==> src/hdl/cftu_pkg.sv <==
// Shared types and constants for the continued-fraction trig unit.
// Holds beat structs, operation codes and fixed-point format constants; no dependencies.
package cftu_pkg;

    localparam int CF_TOP_TERM      = 19;
    localparam int ANGLE_FRAC_BITS  = 24;
    localparam int RESULT_FRAC_BITS = 32;

    // working fraction bits for all continued-fraction and half-angle math
    localparam int WF          = 31;
    localparam int CF_STEPS    = (CF_TOP_TERM - 1) / 2;
    localparam int CF_DEN_W    = $clog2(CF_TOP_TERM + 1) + WF;
    localparam int RED_Q       = 41;
    localparam int MAG_W       = 49;
    localparam int ANGLE_SHIFT = RED_Q - ANGLE_FRAC_BITS;
    localparam int K_W         = 9;
    localparam int VALUE_W     = 48;
    localparam int T_W         = 32;

    localparam logic [31:0]        TWO_OVER_PI_Q32 = 32'hA2F9836E;
    localparam logic [MAG_W-1:0]   HALF_PI_Q41     = 49'h3243F6A8886;
    localparam logic [11:0]        CW_HI           = 12'd3217;
    localparam logic [24:0]        CW_LO_Q42       = 25'd19590901;
    localparam logic [VALUE_W-1:0] VMAX            = {1'b0, {(VALUE_W-1){1'b1}}};

    typedef enum logic [1:0] {
        OP_TAN = 2'd0,
        OP_SIN = 2'd1,
        OP_COS = 2'd2,
        OP_OMC = 2'd3
    } t_op;

    typedef struct packed {
        logic [1:0]          req_type;
        logic signed [31:0]  angle;
    } t_in_beat;

    typedef struct packed {
        logic signed [VALUE_W-1:0] value;
        logic                      overflow;
    } t_out_beat;

    // per-item control that rides along with the tangent
    typedef struct packed {
        t_op  op;
        logic tneg;
        logic kodd;
    } t_trig_info;

endpackage

==> src/hdl/cftu_reduce.sv <==
// Argument reduction: nearest multiple k of pi/2, Cody-Waite remainder, r^2.
// Depends on cftu_pkg; seven register stages.
module cftu_reduce
    import cftu_pkg::*;
(
    input  logic        i_clk,
    input  logic        i_rst_n,
    input  logic        i_en,
    input  logic        i_valid,
    input  t_in_beat    i_beat,
    output logic        o_valid,
    output t_trig_info  o_info,
    output logic [31:0] o_rw,
    output logic [31:0] o_x2
);

    localparam int M16_W  = MAG_W - (RED_Q - 16);
    localparam int PROD_W = M16_W + 32;
    localparam int KH_W   = K_W + 12;
    localparam int KL_W   = K_W + 25;
    localparam int R_W    = 54;
    localparam int SH_LO  = RED_Q - WF;

    // stage A: magnitude of the angle in Q41
    logic [31:0]      w_raw;
    logic [31:0]      w_am;
    logic             r_a_vld;
    t_op              r_a_op;
    logic             r_a_neg;
    logic [MAG_W-1:0] r_a_m41;

    assign w_raw = i_beat.angle;
    assign w_am  = w_raw[31] ? (~w_raw + 32'd1) : w_raw;

    always_ff @(posedge i_clk) begin
        if (!i_rst_n) begin
            r_a_vld <= 1'b0;
        end else if (i_en) begin
            r_a_vld <= i_valid;
        end
    end

    always_ff @(posedge i_clk) begin
        if (i_en) begin
            r_a_op  <= t_op'(i_beat.req_type);
            r_a_neg <= w_raw[31];
            r_a_m41 <= MAG_W'(w_am) << ANGLE_SHIFT;
        end
    end

    // stage B: pick the reduced argument per operation
    logic             n_b_q42;
    logic             n_b_sgn;
    logic [MAG_W-1:0] n_b_mag;
    logic [MAG_W-1:0] w_hp_sub;
    logic [MAG_W-1:0] w_sub_hp;
    logic             r_b_vld;
    t_op              r_b_op;
    logic             r_b_q42;
    logic             r_b_sgn;
    logic [MAG_W-1:0] r_b_mag;

    assign w_hp_sub = HALF_PI_Q41 - r_a_m41;
    assign w_sub_hp = r_a_m41 - HALF_PI_Q41;

    always_comb begin
        n_b_q42 = 1'b1;
        n_b_sgn = 1'b0;
        n_b_mag = r_a_m41;
        case (r_a_op)
            OP_TAN: begin
                n_b_q42 = 1'b0;
                n_b_sgn = r_a_neg;
            end
            OP_SIN: begin
                n_b_sgn = r_a_neg;
            end
            OP_COS: begin
                // cos(x) = sin(pi/2 - |x|)
                if (HALF_PI_Q41 >= r_a_m41) begin
                    n_b_mag = w_hp_sub;
                end else begin
                    n_b_mag = w_sub_hp;
                    n_b_sgn = 1'b1;
                end
            end
            OP_OMC: begin
                n_b_sgn = 1'b0;
            end
            default: begin
                n_b_sgn = 1'b0;
            end
        endcase
    end

    always_ff @(posedge i_clk) begin
        if (!i_rst_n) begin
            r_b_vld <= 1'b0;
        end else if (i_en) begin
            r_b_vld <= r_a_vld;
        end
    end

    always_ff @(posedge i_clk) begin
        if (i_en) begin
            r_b_op  <= r_a_op;
            r_b_q42 <= n_b_q42;
            r_b_sgn <= n_b_sgn;
            r_b_mag <= n_b_mag;
        end
    end

    // stage C: k = round(|x| * 2/pi) from the Q16 magnitude
    logic [M16_W-1:0]  w_m16;
    logic [PROD_W-1:0] w_prod;
    logic              r_c_vld;
    t_op               r_c_op;
    logic              r_c_q42;
    logic              r_c_sgn;
    logic [MAG_W-1:0]  r_c_mag;
    logic [K_W-1:0]    r_c_k;

    assign w_m16  = r_b_q42 ? M16_W'(r_b_mag >> (RED_Q + 1 - 16))
                            : M16_W'(r_b_mag >> (RED_Q - 16));
    assign w_prod = PROD_W'(w_m16) * PROD_W'(TWO_OVER_PI_Q32);

    always_ff @(posedge i_clk) begin
        if (!i_rst_n) begin
            r_c_vld <= 1'b0;
        end else if (i_en) begin
            r_c_vld <= r_b_vld;
        end
    end

    always_ff @(posedge i_clk) begin
        if (i_en) begin
            r_c_op  <= r_b_op;
            r_c_q42 <= r_b_q42;
            r_c_sgn <= r_b_sgn;
            r_c_mag <= r_b_mag;
            r_c_k   <= K_W'((w_prod + (PROD_W'(1) << 47)) >> 48);
        end
    end

    // stage D: k times both halves of pi/2
    logic [24:0]      w_lo;
    logic             r_d_vld;
    t_op              r_d_op;
    logic             r_d_q42;
    logic             r_d_sgn;
    logic             r_d_kodd;
    logic [MAG_W-1:0] r_d_mag;
    logic [KH_W-1:0]  r_d_kh;
    logic [KL_W-1:0]  r_d_kl;

    assign w_lo = r_c_q42 ? CW_LO_Q42 : (CW_LO_Q42 >> 1);

    always_ff @(posedge i_clk) begin
        if (!i_rst_n) begin
            r_d_vld <= 1'b0;
        end else if (i_en) begin
            r_d_vld <= r_c_vld;
        end
    end

    always_ff @(posedge i_clk) begin
        if (i_en) begin
            r_d_op   <= r_c_op;
            r_d_q42  <= r_c_q42;
            r_d_sgn  <= r_c_sgn;
            r_d_kodd <= r_c_k[0];
            r_d_mag  <= r_c_mag;
            r_d_kh   <= KH_W'(r_c_k) * KH_W'(CW_HI);
            r_d_kl   <= KL_W'(r_c_k) * KL_W'(w_lo);
        end
    end

    // stage E: signed remainder r = |x| - k*hi + k*lo
    logic [R_W-1:0] w_khs;
    logic           r_e_vld;
    t_op            r_e_op;
    logic           r_e_q42;
    logic           r_e_sgn;
    logic           r_e_kodd;
    logic [R_W-1:0] r_e_r;

    assign w_khs = r_d_q42 ? (R_W'(r_d_kh) << (RED_Q + 1 - 11))
                           : (R_W'(r_d_kh) << (RED_Q - 11));

    always_ff @(posedge i_clk) begin
        if (!i_rst_n) begin
            r_e_vld <= 1'b0;
        end else if (i_en) begin
            r_e_vld <= r_d_vld;
        end
    end

    always_ff @(posedge i_clk) begin
        if (i_en) begin
            r_e_op   <= r_d_op;
            r_e_q42  <= r_d_q42;
            r_e_sgn  <= r_d_sgn;
            r_e_kodd <= r_d_kodd;
            r_e_r    <= R_W'(r_d_mag) + R_W'(r_d_kl) - w_khs;
        end
    end

    // stage F: round |r| half up to Q31
    logic [R_W-1:0] w_rm;
    logic [R_W-1:0] w_rsum;
    logic [R_W-1:0] w_rsh;
    logic           r_f_vld;
    t_trig_info     r_f_info;
    logic [31:0]    r_f_rw;

    assign w_rm   = r_e_r[R_W-1] ? (~r_e_r + R_W'(1)) : r_e_r;
    assign w_rsum = w_rm + (r_e_q42 ? (R_W'(1) << SH_LO) : (R_W'(1) << (SH_LO - 1)));
    assign w_rsh  = r_e_q42 ? (w_rsum >> (SH_LO + 1)) : (w_rsum >> SH_LO);

    always_ff @(posedge i_clk) begin
        if (!i_rst_n) begin
            r_f_vld <= 1'b0;
        end else if (i_en) begin
            r_f_vld <= r_e_vld;
        end
    end

    always_ff @(posedge i_clk) begin
        if (i_en) begin
            r_f_info.op   <= r_e_op;
            r_f_info.tneg <= r_e_sgn ^ r_e_r[R_W-1];
            r_f_info.kodd <= r_e_kodd;
            r_f_rw        <= w_rsh[31:0];
        end
    end

    // stage G: r^2 in Q31
    logic [63:0] w_sq;
    logic        r_g_vld;
    t_trig_info  r_g_info;
    logic [31:0] r_g_rw;
    logic [31:0] r_g_x2;

    assign w_sq = 64'(r_f_rw) * 64'(r_f_rw);

    always_ff @(posedge i_clk) begin
        if (!i_rst_n) begin
            r_g_vld <= 1'b0;
        end else if (i_en) begin
            r_g_vld <= r_f_vld;
        end
    end

    always_ff @(posedge i_clk) begin
        if (i_en) begin
            r_g_info <= r_f_info;
            r_g_rw   <= r_f_rw;
            r_g_x2   <= 32'(w_sq >> WF);
        end
    end

    assign o_valid = r_g_vld;
    assign o_info  = r_g_info;
    assign o_rw    = r_g_rw;
    assign o_x2    = r_g_x2;

endmodule

==> config.mk <==
export PLATFORM = sky130hd
export DESIGN_NAME = cftu_reduce
export DESIGN_NICKNAME = d
export VERILOG_FILES = /design/src/hdl/cftu_pkg.sv /design/src/hdl/cftu_reduce.sv
export SDC_FILE = /design/constraint.sdc
export NUM_CORES = 2
export LEC_CHECK = 0
export BUFFER_PORTS_ARGS = -buffer_cell sky130_fd_sc_hd__buf_4
export CORE_ASPECT_RATIO = 1.25
export CORE_MARGIN = 4
export CORE_UTILIZATION = 54
export DETAILED_ROUTE_END_ITERATION = 8
export PLACE_DENSITY = 0.75
export SETUP_SLACK_MARGIN = 0.5
export SYNTH_ARGS = -nofsm -noshare
export SYNTH_HDL_FRONTEND = slang
export SYNTH_SLANG_ARGS = --single-unit
export TNS_END_PERCENT = 10
==> constraint.sdc <==
create_clock -name i_clk -period 14.5 [get_ports i_clk]
set_clock_uncertainty 0.05 [all_clocks]
set_input_delay 1.45 -clock i_clk [delete_from_list [all_inputs] [get_ports i_clk]]
set_output_delay 1.45 -clock i_clk [all_outputs]
set_load 0.01 [all_outputs]
==> results.yml <==
run_status:
  status: "finished clean"
detailed_routing:
  dr.pass1.iters: 8
  drt_iter0_markers: 2789
  ant_nets: 0
  routed_wl_mm: 152
  num_vias: 42800
  drc: 0
  via_per_inst: 5.43
  detail_route.wl_per_cell_microns: 19.3
sta:
  fmax_mhz: 98.7
  finalCritPeriodShare_pct: 69.9
  hold_viol_final: 0
  slew_headroom_pct: 22.8
  tightest_slew_ns: 1.15
  setup_viol_count_final: 0
  maxSlewViolCount: 0
  fin_crit_ns: 10.13
  holdWs_ns: 0.362
  tns_ns: 0
  rsz0062_at_grt: "false"
floorplanning:
  start_util_pct: 54.6
  die_x_microns: 315
  row_count: 140
  core_area_sq_mm: 0.117
  die_h_microns: 392
  pin_count: 107
  dieArea_sq_mm: 0.124
clock_tree:
  clockBufferDepth: 3
  cts-buffers-inserted: 46
  post_cts_resized: 0
  cts.sinks: 373
  htree_num_levels: 2
  clk_latency_ns: 0.65
  cts_tree: "built"
  clk_pin_slew_ns: 0.06
  ctsHoldBuffers: 0
  postCtsSetupBuffers: 0
  cts_root_buffer: "clkbuf_16"
global_routing:
  antenna_found_initial: 5
  grt_max_degree: 85
  grt_pass1_wl_mm: 251
  grt-ovfl-total: 0
  grt_pass1_vias: 48000
  grt_use_total_pct: 25.8
logic_synthesis:
  yosys.area.top_type_share_pct: 37.4
  synth-edff-count: 366
  yosysWarningCount: 0
  ys_seq_area_share_pct: 17.5
  yosysUniqueCellTypes: 89
  ys.flop_type: "edfxtp_1"
  yosys.area.top_type: "fa_1"
  async_flop_share_pct: 0
  synth.top_cells.by_area: "fa_1 (37%), edfxtp_1 (17%), ha_1 (14%), inv_1 (9.8%), xnor2_1 (2.6%)"
  synth-seq-cells: 373
  netlist_area_sq_mm: 0.0638
  avgSynthCellArea_sq_um: 10.2
  synth_cells: 6223
placement:
  dp_hpwl_mm: 126
  gp_congestion: 0.987
  numPortBuffers: 106
worst_setup_path:
  cp-end-kind: "flop"
  cp_data_required_time_ns: 14.94
  cpMostUsedCell: "fa_1"
  cp_slowest_cell: "a211oi_1"
  max_stage_delay_ns: 0.85
  cp_data_arrival_time_ns: 10.58
  cp-start-kind: "flop"
  worstSetupPathType: "reg -> reg"
  ff2ff_setup_slack_ns: 4.37
  crit_fanout: 26
layout:
  final_cell_mix: "inv_1 (1,669), fa_1 (1,190), ha_1 (735)"
  final_common_cell: "inv_1"
  area_growth_pct: 6.52
  fillers: 9870
  drive_gt1_share_pct: 4.48
  finalNetCount: 8244
job:
  max-cap-violations: 0
hold_path:
  hold_path_class: "reg -> reg"
state kept, by name, summed over array words and instances (netlist names), 4 cells and up:
name,count
r_f_info,4
o_x2,32
r_d_kl,33
r_e_r,44
r_c_mag,35
r_f_rw,32
o_info,4
r_a_m41,32
o_rw,32
r_d_kh,20
r_b_mag,35
r_d_mag,35
r_c_k,8
per-layer routing:
layer  share of wire (%)  track usage (%)  wire [microns]  up-vias
li1                    -                -               -    19500
met1                  37             29.7           55700    21500
met2                  51             46.4           77600     1351
met3                 6.8             5.18           10300      449
met4                 5.7             11.9            8750        0
met5                   0                0               0        -
cells in the mapped netlist (all sizes together) (74+ instances only):
cell and n:
nand2 418, and2 221, a21oi 181, a21o 77
xor2 74, xnor2 187, edfxtp 366, nor2 173
o21ai 111, inv 1672, clkbuf 137, fa 1190
ha 735
layout make-up:
class / count / area (sq um) / area share (%)
multi-input combinational: 4032 / 45800 / 67.4
sequential: 373 / 11100 / 16.4
inverter: 1678 / 6300 / 9.27
tap: 1562 / 1950 / 2.88
clock buffer: 53 / 1200 / 1.76
timing repair buffer: 150 / 1130 / 1.67
clock inverter: 33 / 404 / 0.595
antenna: 1 / 2.50 / 0.00368
final timing paths:
kind | startpoint | to | cells after the start
setup / recovery | r_f_rw[19]$_DFFE_PP_ | o_x2[29]$_DFFE_PP_ | 30
hold / removal | r_c_mag[1]$_DFFE_PP_ | r_d_mag[1]$_DFFE_PP_ | 0
setup reg to reg | r_f_rw[19]$_DFFE_PP_ | o_x2[29]$_DFFE_PP_ | 30
hold reg to reg | r_c_mag[1]$_DFFE_PP_ | r_d_mag[1]$_DFFE_PP_ | 0
worst max-delay path, delay by kind of cell (launching register included):
kind                       cells  cell delay [ns]
adders and majority gates      9             4.22
AOI/OAI and AO/OA              8             2.79
and+or+nand+nor                4             1.32
buffers and inverters          9             1.24
DFF                            1             0.32
cell families (layout without fill, tap and decap cells):
group                    Yosys count  in the layout  synth area share [%]
XOR/XNOR                         262            262                  3.63
other                              2             14                0.0118
adder cells (fa/ha/maj)         1925           1925                  51.8
AND/OR/NAND/NOR                 1156           1156                  9.01
buffers and inverters           1829           1914                  10.8
multiplexers                      64             64                  1.03
flip-flops                       373            373                  17.5
AO/OA/AOI/OAI                    612            612                  6.30
stage by stage:
step                instance area [sq um]  utilization, %  worst slack [ns]  cells
floorplan                           63800               -              6.08   6234
global placement                    66300            56.8              4.66   7795
detailed placement                  66300            56.8              4.50   7795
CTS                                 67900            58.1              4.46   7881
global route                        67900            58.1              3.87   7881
finish                              67900            58.1              4.37   7882
Power is not shown: default switching activity piles up to over one toggle a cycle in this logic, so the estimate is an artifact.
